### config.mk
export PLATFORM = sky130hd
export DESIGN_NAME = mean_color_distance_accumulator
export DESIGN_NICKNAME = d
export VERILOG_FILES = /design/src/rtl/core/mcd_pkg.sv /design/src/rtl/core/mcd_cell.sv /design/src/rtl/core/mcd_divider.sv /design/src/rtl/core/mean_color_distance_accumulator.sv
export SDC_FILE = /design/constraint.sdc
export NUM_CORES = 2
export LEC_CHECK = 0
export BUFFER_PORTS_ARGS = -buffer_cell sky130_fd_sc_hd__buf_2
export CAP_MARGIN = 20
export CORE_UTILIZATION = 65
export DETAILED_ROUTE_END_ITERATION = 12
export GPL_TIMING_DRIVEN = 0
export PLACE_DENSITY = 0.82
export REMOVE_ABC_BUFFERS = 1
export SETUP_SLACK_MARGIN = 0.05
export SYNTH_ARGS = -nofsm -noshare
export SYNTH_HDL_FRONTEND = slang
export SYNTH_SLANG_ARGS = --single-unit
### constraint.sdc
create_clock -name clk_i -period 12.2 [get_ports clk_i]
set_clock_uncertainty 0.15 [all_clocks]
set_input_delay 1.22 -clock clk_i [delete_from_list [all_inputs] [get_ports clk_i]]
set_output_delay 1.22 -clock clk_i [all_outputs]
set_load 0.02 [all_outputs]
### src/rtl/core/mcd_pkg.sv
`timescale 1ns / 1ps
`default_nettype none

package mcd_pkg;

  // default sizing
  localparam int MCD_COUNT_BITS = 24;
  localparam int MCD_FRAC_BITS  = 8;

  // width of the sum of three squared 8-bit differences
  localparam int MCD_SUMSQ_BITS = 18;
  // largest sum of squares, 3 * 255 * 255
  localparam logic [MCD_SUMSQ_BITS-1:0] MCD_MAX_SUMSQ = 18'd195075;

  // width of the mean result
  localparam int MCD_QUOT_BITS = 16;

  // control travelling along the root cells
  typedef struct packed {
    logic valid;
    logic last;
  } mcd_ctl_t;

  // result handshake from the divider
  typedef struct packed {
    logic busy;
    logic done;
  } mcd_div_stat_t;

  // integer square root, used at elaboration for the normalization constant
  function automatic logic [63:0] mcd_isqrt(input logic [63:0] v);
    logic [63:0] rem;
    logic [63:0] res;
    logic [63:0] bitv;
    rem  = v;
    res  = '0;
    bitv = 64'd1 << 62;
    for (int i = 0; i < 32; i++) begin
      if (rem >= res + bitv) begin
        rem = rem - (res + bitv);
        res = (res >> 1) + bitv;
      end else begin
        res = res >> 1;
      end
      bitv = bitv >> 2;
    end
    return res;
  endfunction

endpackage

`default_nettype wire

### src/rtl/core/mcd_cell.sv
`timescale 1ns / 1ps
`default_nettype none

// one digit of a restoring square root, registered
module mcd_cell
  import mcd_pkg::*;
#(
  parameter int RB = 17
) (
  input  wire logic              clk_i,
  input  wire logic              rst_ni,
  input  wire mcd_ctl_t          ctl_i,
  input  wire logic [2*RB-1:0]   v_i,
  input  wire logic [RB+1:0]     rem_i,
  input  wire logic [RB-1:0]     root_i,
  output mcd_ctl_t               ctl_o,
  output logic      [2*RB-1:0]   v_o,
  output logic      [RB+1:0]     rem_o,
  output logic      [RB-1:0]     root_o
);

  logic [RB+1:0] rem_sh;
  logic [RB+1:0] trial;
  logic          take;

  mcd_ctl_t      ctl_q;
  logic [2*RB-1:0] v_q;
  logic [RB+1:0] rem_q;
  logic [RB-1:0] root_q;

  always_comb begin
    rem_sh = {rem_i[RB-1:0], v_i[2*RB-1 -: 2]};
    trial  = {root_i, 2'b01};
    take   = (rem_sh >= trial);
  end

  always_ff @(posedge clk_i or negedge rst_ni) begin
    if (!rst_ni) begin
      ctl_q <= '0;
    end else begin
      ctl_q <= ctl_i;
    end
  end

  always_ff @(posedge clk_i) begin
    v_q    <= {v_i[2*RB-3:0], 2'b00};
    rem_q  <= take ? (rem_sh - trial) : rem_sh;
    root_q <= {root_i[RB-2:0], take};
  end

  assign ctl_o  = ctl_q;
  assign v_o    = v_q;
  assign rem_o  = rem_q;
  assign root_o = root_q;

endmodule

`default_nettype wire

### src/rtl/core/mcd_divider.sv
`timescale 1ns / 1ps
`default_nettype none

// restoring divider, one quotient bit per cycle, saturating
module mcd_divider
  import mcd_pkg::*;
#(
  parameter int SW = 41,
  parameter int DW = 42
) (
  input  wire logic                     clk_i,
  input  wire logic                     rst_ni,
  input  wire logic                     start_i,
  input  wire logic [SW-1:0]            sum_i,
  input  wire logic [DW-1:0]            den_i,
  output mcd_div_stat_t                 stat_o,
  output logic      [MCD_QUOT_BITS-1:0] quot_o
);

  localparam int StepW = $clog2(MCD_QUOT_BITS + 1);

  logic                     busy_q;
  logic                     done_q;
  logic [StepW-1:0]         step_q;
  logic [DW:0]              rem_q;
  logic [DW-1:0]            den_q;
  logic [MCD_QUOT_BITS-1:0] quot_q;

  logic [DW:0] rem_sh;
  logic        take;

  always_comb begin
    rem_sh = {rem_q[DW-1:0], 1'b0};
    take   = (rem_sh >= {1'b0, den_q});
  end

  always_ff @(posedge clk_i or negedge rst_ni) begin
    if (!rst_ni) begin
      busy_q <= 1'b0;
      done_q <= 1'b0;
      step_q <= '0;
    end else begin
      done_q <= 1'b0;
      if (start_i) begin
        if ({{(DW-SW){1'b0}}, sum_i} >= den_i) begin
          done_q <= 1'b1;
        end else begin
          busy_q <= 1'b1;
          step_q <= StepW'(MCD_QUOT_BITS);
        end
      end else if (busy_q) begin
        step_q <= step_q - 1'b1;
        if (step_q == StepW'(1)) begin
          busy_q <= 1'b0;
          done_q <= 1'b1;
        end
      end
    end
  end

  always_ff @(posedge clk_i) begin
    if (start_i) begin
      rem_q  <= {{(DW+1-SW){1'b0}}, sum_i};
      den_q  <= den_i;
      quot_q <= '1;
    end else if (busy_q) begin
      rem_q  <= take ? (rem_sh - {1'b0, den_q}) : rem_sh;
      quot_q <= {quot_q[MCD_QUOT_BITS-2:0], take};
    end
  end

  assign stat_o.busy = busy_q;
  assign stat_o.done = done_q;
  assign quot_o      = quot_q;

endmodule

`default_nettype wire

### src/rtl/core/mean_color_distance_accumulator.sv
`timescale 1ns / 1ps
`default_nettype none

// mean color distance accumulator
//
// slave stream: one beat per pixel pair, tdata holds from the lowest bit up
// ref_ch0, ref_ch1, ref_ch2, test_ch0, test_ch1, test_ch2 (8 bits each);
// tlast marks the final pixel of an image.
// master stream: one beat per image, tdata holds mean_distance (16 bits,
// 65535 stands for distance one) then pixel_total (COUNT_BITS+1 bits).
//
// pixels are taken one per cycle while the slave side is open. the per-pixel
// distance root is built by a row of 9+FRAC_BITS root cells, one result bit
// per cell; a pixel passes the input register and every cell to the accumulator.
// after the tlast beat the slave side stays closed until the result beat is
// taken: the row drains, S_MUL forms the divisor, S_START starts the divider,
// which makes one quotient bit per cycle (none when the mean saturates), and
// S_DIV loads the result when the divider is done, after which tvalid rises.
// the result beat is held in an output register while the receiver stalls;
// the accumulator clears when it is taken.
// reset clears the accumulator, pixel counter and control, including the valid flags of the cell row.
// once 2^COUNT_BITS pixels are held, further pixels are not counted.
module mean_color_distance_accumulator
  import mcd_pkg::*;
#(
  parameter int COUNT_BITS = MCD_COUNT_BITS,
  parameter int FRAC_BITS  = MCD_FRAC_BITS,
  localparam int CW = COUNT_BITS + 1,
  localparam int OW = ((MCD_QUOT_BITS + CW) + 7) / 8 * 8
) (
  input  wire logic          clk_i,
  input  wire logic          rst_ni,
  // ref_ch0, ref_ch1, ref_ch2, test_ch0, test_ch1, test_ch2
  input  wire logic [47:0]   s_axis_tdata_i,
  input  wire logic          s_axis_tlast_i,
  input  wire logic          s_axis_tvalid_i,
  output logic               s_axis_tready_o,
  // mean_distance, pixel_total
  output logic      [OW-1:0] m_axis_tdata_o,
  output logic               m_axis_tvalid_o,
  input  wire logic          m_axis_tready_i
);

  // root bits, one cell each
  localparam int RB = MCD_SUMSQ_BITS / 2 + FRAC_BITS;
  localparam int VW = 2 * RB;
  localparam int SW = COUNT_BITS + RB;
  localparam int DW = CW + RB;
  localparam logic [RB-1:0] NORM =
      RB'(mcd_isqrt(64'(MCD_MAX_SUMSQ) << (2 * FRAC_BITS)));
  localparam logic [CW-1:0] CNT_LIMIT = {1'b1, {COUNT_BITS{1'b0}}};

  typedef enum logic [4:0] {
    S_RUN   = 5'b00001,
    S_MUL   = 5'b00010,
    S_START = 5'b00100,
    S_DIV   = 5'b01000,
    S_OUT   = 5'b10000
  } state_e;

  function automatic logic [7:0] abs_diff(input logic [7:0] a, input logic [7:0] b);
    return (a > b) ? (a - b) : (b - a);
  endfunction

  state_e state_q, state_d;
  logic   closing_q;

  logic [7:0]  d0, d1, d2;
  logic [MCD_SUMSQ_BITS-1:0] sumsq_d;
  logic [MCD_SUMSQ_BITS-1:0] sumsq_q;
  mcd_ctl_t    in_ctl_q;

  // cell row taps
  mcd_ctl_t      ctl_w  [RB+1];
  logic [VW-1:0] v_w    [RB+1];
  logic [RB+1:0] rem_w  [RB+1];
  logic [RB-1:0] root_w [RB+1];

  logic [SW-1:0] sum_q;
  logic [CW-1:0] cnt_q;
  logic [DW-1:0] den_q;

  mcd_div_stat_t            div_stat;
  logic [MCD_QUOT_BITS-1:0] div_quot;

  logic [MCD_QUOT_BITS-1:0] mean_q;
  logic [CW-1:0]            total_q;

  logic in_fire, out_fire;

  assign s_axis_tready_o = (state_q == S_RUN) && !closing_q;
  assign in_fire         = s_axis_tvalid_i && s_axis_tready_o;
  assign m_axis_tvalid_o = (state_q == S_OUT);
  assign out_fire        = m_axis_tvalid_o && m_axis_tready_i;

  // front end: channel differences and sum of squares
  always_comb begin
    d0 = abs_diff(s_axis_tdata_i[7:0],   s_axis_tdata_i[31:24]);
    d1 = abs_diff(s_axis_tdata_i[15:8],  s_axis_tdata_i[39:32]);
    d2 = abs_diff(s_axis_tdata_i[23:16], s_axis_tdata_i[47:40]);
    sumsq_d = MCD_SUMSQ_BITS'(16'(d0 * d0)) + MCD_SUMSQ_BITS'(16'(d1 * d1))
            + MCD_SUMSQ_BITS'(16'(d2 * d2));
  end

  always_ff @(posedge clk_i or negedge rst_ni) begin
    if (!rst_ni) begin
      in_ctl_q <= '0;
    end else begin
      in_ctl_q.valid <= in_fire;
      in_ctl_q.last  <= in_fire && s_axis_tlast_i;
    end
  end

  always_ff @(posedge clk_i) begin
    if (in_fire) begin
      sumsq_q <= sumsq_d;
    end
  end

  // head of the root row: value is sumsq scaled by 2^(2*FRAC_BITS)
  assign ctl_w[0]  = in_ctl_q;
  assign v_w[0]    = {sumsq_q, {(2 * FRAC_BITS){1'b0}}};
  assign rem_w[0]  = '0;
  assign root_w[0] = '0;

  for (genvar g = 0; g < RB; g++) begin : g_cell
    mcd_cell #(
      .RB(RB)
    ) u_cell (
      .clk_i  (clk_i),
      .rst_ni (rst_ni),
      .ctl_i  (ctl_w[g]),
      .v_i    (v_w[g]),
      .rem_i  (rem_w[g]),
      .root_i (root_w[g]),
      .ctl_o  (ctl_w[g+1]),
      .v_o    (v_w[g+1]),
      .rem_o  (rem_w[g+1]),
      .root_o (root_w[g+1])
    );
  end

  // frame control
  always_comb begin
    state_d = state_q;
    unique case (state_q)
      S_RUN:   if (ctl_w[RB].valid && ctl_w[RB].last) state_d = S_MUL;
      S_MUL:   state_d = S_START;
      S_START: state_d = S_DIV;
      S_DIV:   if (div_stat.done) state_d = S_OUT;
      S_OUT:   if (m_axis_tready_i) state_d = S_RUN;
      default: state_d = S_RUN;
    endcase
  end

  always_ff @(posedge clk_i or negedge rst_ni) begin
    if (!rst_ni) begin
      state_q   <= S_RUN;
      closing_q <= 1'b0;
      sum_q     <= '0;
      cnt_q     <= '0;
    end else begin
      state_q <= state_d;
      if (in_fire && s_axis_tlast_i) begin
        closing_q <= 1'b1;
      end else if (out_fire) begin
        closing_q <= 1'b0;
      end
      // accumulate roots leaving the row, up to the counter limit
      if (out_fire) begin
        sum_q <= '0;
        cnt_q <= '0;
      end else if (ctl_w[RB].valid && (cnt_q < CNT_LIMIT)) begin
        sum_q <= sum_q + SW'(root_w[RB]);
        cnt_q <= cnt_q + 1'b1;
      end
    end
  end

  // divisor = count * normalization
  always_ff @(posedge clk_i) begin
    if (state_q == S_MUL) begin
      den_q <= DW'(cnt_q * NORM);
    end
  end

  mcd_divider #(
    .SW(SW),
    .DW(DW)
  ) u_div (
    .clk_i   (clk_i),
    .rst_ni  (rst_ni),
    .start_i (state_q == S_START),
    .sum_i   (sum_q),
    .den_i   (den_q),
    .stat_o  (div_stat),
    .quot_o  (div_quot)
  );

  // result register, held while the receiver stalls
  always_ff @(posedge clk_i) begin
    if ((state_q == S_DIV) && div_stat.done) begin
      mean_q  <= div_quot;
      total_q <= cnt_q;
    end
  end

  assign m_axis_tdata_o = OW'({total_q, mean_q});

`ifndef SYNTHESIS
  // the row is empty once the frame has left it
  a_row_drained: assert property (@(posedge clk_i) disable iff (!rst_ni)
    ctl_w[RB].valid |-> (state_q == S_RUN))
    else $error("pixel left the root row outside accumulation");

  // the counter never passes its limit
  a_cnt_limit: assert property (@(posedge clk_i) disable iff (!rst_ni)
    cnt_q <= CNT_LIMIT)
    else $error("pixel counter above limit");

  // a result beat follows a divider completion
  a_out_after_div: assert property (@(posedge clk_i) disable iff (!rst_ni)
    $rose(m_axis_tvalid_o) |-> $past(div_stat.done))
    else $error("result beat without divider completion");

  // divider is never busy while pixels are taken
  a_div_idle_in: assert property (@(posedge clk_i) disable iff (!rst_ni)
    in_fire |-> !div_stat.busy)
    else $error("pixel accepted while divider busy");
`endif

endmodule

`default_nettype wire

==> flow_metrics.tcl <==
set metrics [dict create \
    status "finished, final reports clean" \
    cp.depth 34 \
    ctsResizeCount 0 \
    cp_slowest_cell "xor2_1" \
    cts_buffer_depth 3 \
    routed_wl_um 105700 \
    crit_path_end_kind "flop" \
    syn_to_final_growth_pct 9.071 \
    path_max_fanout 9 \
    crit_arrival_ns 10.09 \
    layout_commonest_cell "inv_1" \
    diodes 0 \
    via_per_inst 5.719 \
    finalCriticalPeriod_ns 9.849 \
    overflow 0 \
    dp_slack_ns 1.585 \
    grt.total_usage_pct 28.09 \
    antenna_found_initial 1 \
    drcViolationCount 0 \
    die_area_sq_um 76930 \
    dp_hpwl_um 80550 \
    final_cell_mix "inv_1 (735), ha_1 (546), dfxtp_1 (489)" \
    gp_congestion 0.9130 \
    io_buffers 95 \
    async_reset_ff_share_pct 14.67 \
    critPathTopFamily "adder cells" \
    clock_latency_ns 0.64 \
    post-route-util_pct 71.97 \
    seqCellArea_sq_um 18070 \
    path_buf_inv 8 \
    synth_area_sq_um 49290 \
    grt_max_degree 83 \
    fillers 5121 \
    relSlewSlack_pct 31.25 \
    initial_core_util_pct 65.98 \
    drt_pass1_iterations 5 \
    start_kind "input port" \
    die_w_um 277.4 \
    synth_edf_count 180 \
    multi_input_area_sq_um 28110 \
    worstPathRequired_ns 12.44 \
    htree_levels 3 \
    tns_ns 0 \
    rsz0062_at_grt "false" \
    cpMostUsedCell "fa_1" \
    fp-row-count 100 \
    fin_ws_ns 2.351 \
    ys_seq_area_share_pct 36.67 \
    avgSynthCellArea_sq_um 10.11 \
    synth-seq-cells 784 \
    nets 5912 \
    drive_gt1_share_pct 7.668 \
    hold_path_class "reg2reg" \
    cap_violations 0 \
    slew_violations 0 \
    synth_cell_types 105 \
    avgRoutedWirePerCell_um 17.53 \
    post-route-period-util_pct 80.73 \
    cts_hold_buf 0 \
    cts_tree "built" \
    fp.dieH_um 277.4 \
    post-cts-setup-buffers 0 \
    vias 34480 \
    critical_path_class "in2reg" \
    grt_pass1_wl_um 174800 \
    core_region_area_sq_um 74700 \
    cts.sinks 784 \
    path_clk_slew_ns 0.06 \
    holdPathStages 0 \
    ys.flop_type "dfxtp_1" \
    drt_iter0_markers 2306 \
    finalSetupViolations 0 \
    cts_buffers 79 \
    cts_root_buffer "clkbuf_16" \
    grt_pass1_vias 35540 \
    ioPinCount 103 \
    ant_nets 0 \
    tightest_slew_ns 1.028 \
    crit_path_max_incr_delay_ns 0.82 \
    ys_warn_count 0 \
    netlist_instances 4874 \
    r2r_cells 16 \
    final-hold-violation-count 0 \
    fmax_mhz 101.5 \
]
## per-layer routing
metal / wire length [um] / vias up / share of wire [%] / GRT usage [%]
met5: 0 / - / 0 / 0
met3: 6143 / 222 / 5.8 / 4.144
met2: 52130 / 956 / 49 / 49.06
met1: 42980 / 16670 / 41 / 34.33
li1: - / 16640 / - / -
met4: 4411 / 0 / 4.2 / 12.64
## final timing paths
check | from | to | slack [ns]
max | s_axis_tdata_i[0] | sumsq_q[17] | 2.35
min reg2reg | g_cell[6].u_cell.v_o[31] | g_cell[7].u_cell.v_o[33] | 0.15
min in group asynchronous | rst_ni | g_cell[13].u_cell.ctl_o[1] | 0.33
min | g_cell[6].u_cell.v_o[31] | g_cell[7].u_cell.v_o[33] | 0.15
max in group asynchronous | rst_ni | cnt_q[3] | 10.75
max reg2reg | cnt_q[0] | den_q[41] | 5.43
## cells in the mapped netlist, types with 114 or more instances
| cell type | n | area (sq um) |
|---|---|---|
| xor2_1 | 141 | 1235 |
| a21oi_1 | 296 | 1481 |
| fa_1 | 319 | 6386 |
| xnor2_1 | 176 | 1541 |
| ha_1 | 546 | 6832 |
| o21ai_0 | 157 | 785.8 |
| dfxtp_1 | 489 | 9789 |
| dfrtp_1 | 114 | 2853 |
| nor2_1 | 332 | 1246 |
| edfxtp_1 | 180 | 5405 |
| inv_1 | 736 | 2763 |
| nand2_1 | 280 | 1051 |
## worst register-to-register path, stage by stage, from the launching register on
cell,delay (ns)
dfrtp_1,0.80
ha_1,0.49
fa_1,0.53
fa_1,0.54
fa_1,0.53
fa_1,0.47
fa_1,0.51
ha_1,0.42
and3_1,0.26
and4_1,0.23
and4_1,0.19
a31o_2,0.25
o41a_1,0.43
o2111ai_1,0.26
a31oi_1,0.20
mux2i_1,0.18
nand4_1,0.09
## kinds of logic (layout without fill, tap and decap cells)
kind of cell / count (synthesis) / in the layout / share of synthesized area, %
xor+xnor: 319 / 319 / 5.699
flops: 784 / 784 / 36.67
mux: 105 / 105 / 2.295
fa+ha+maj: 865 / 865 / 26.82
compound gates: 843 / 843 / 10.87
simple gates: 1135 / 1135 / 11.23
buf+inv: 822 / 1001 / 6.413
other cells: 1 / 8 / 0.007609
## per-stage QoR
stage                     cell area (sq um)  hold slack [ns]  instances
after floorplan                       48930           0.1596       4798
after global placement                50610           0.1600       5862
after detailed placement              51000           0.1621       5881
after CTS                             53750           0.1456       6028
after global routing                  53760           0.1545       6029
final                                 53760           0.1513       6029
## flip-flops by register name, summed over array words and instances (netlist names)
name                  flops
den_q                    40
g_cell.u_cell.rem_o     247
u_div.rem_q              42
sumsq_q                  18
sum_q                    41
g_cell.u_cell.v_o        72
closing_q                 1
state_q                   5
total_q                  25
u_div.done_q              1
u_div.step_q              5
u_div.quot_o             16
u_div.busy_q              1
mean_q                   16
ctl_w                     2
g_cell.u_cell.root_o    153
g_cell.u_cell.ctl_o      34
u_div.den_q              40
cnt_q                    25
## final cells by class
class                   count  area share (%)
multi-input cells        3275           52.29
flip-flops and latches    784           33.62
inverters                 739           5.165
clock buffers             114           4.304
well taps                 969           2.255
repair buffers            115           1.557
clock inverters            33          0.8077
Power is not shown: default switching activity piles up to over one toggle a cycle in this logic, so the estimate is an artifact.
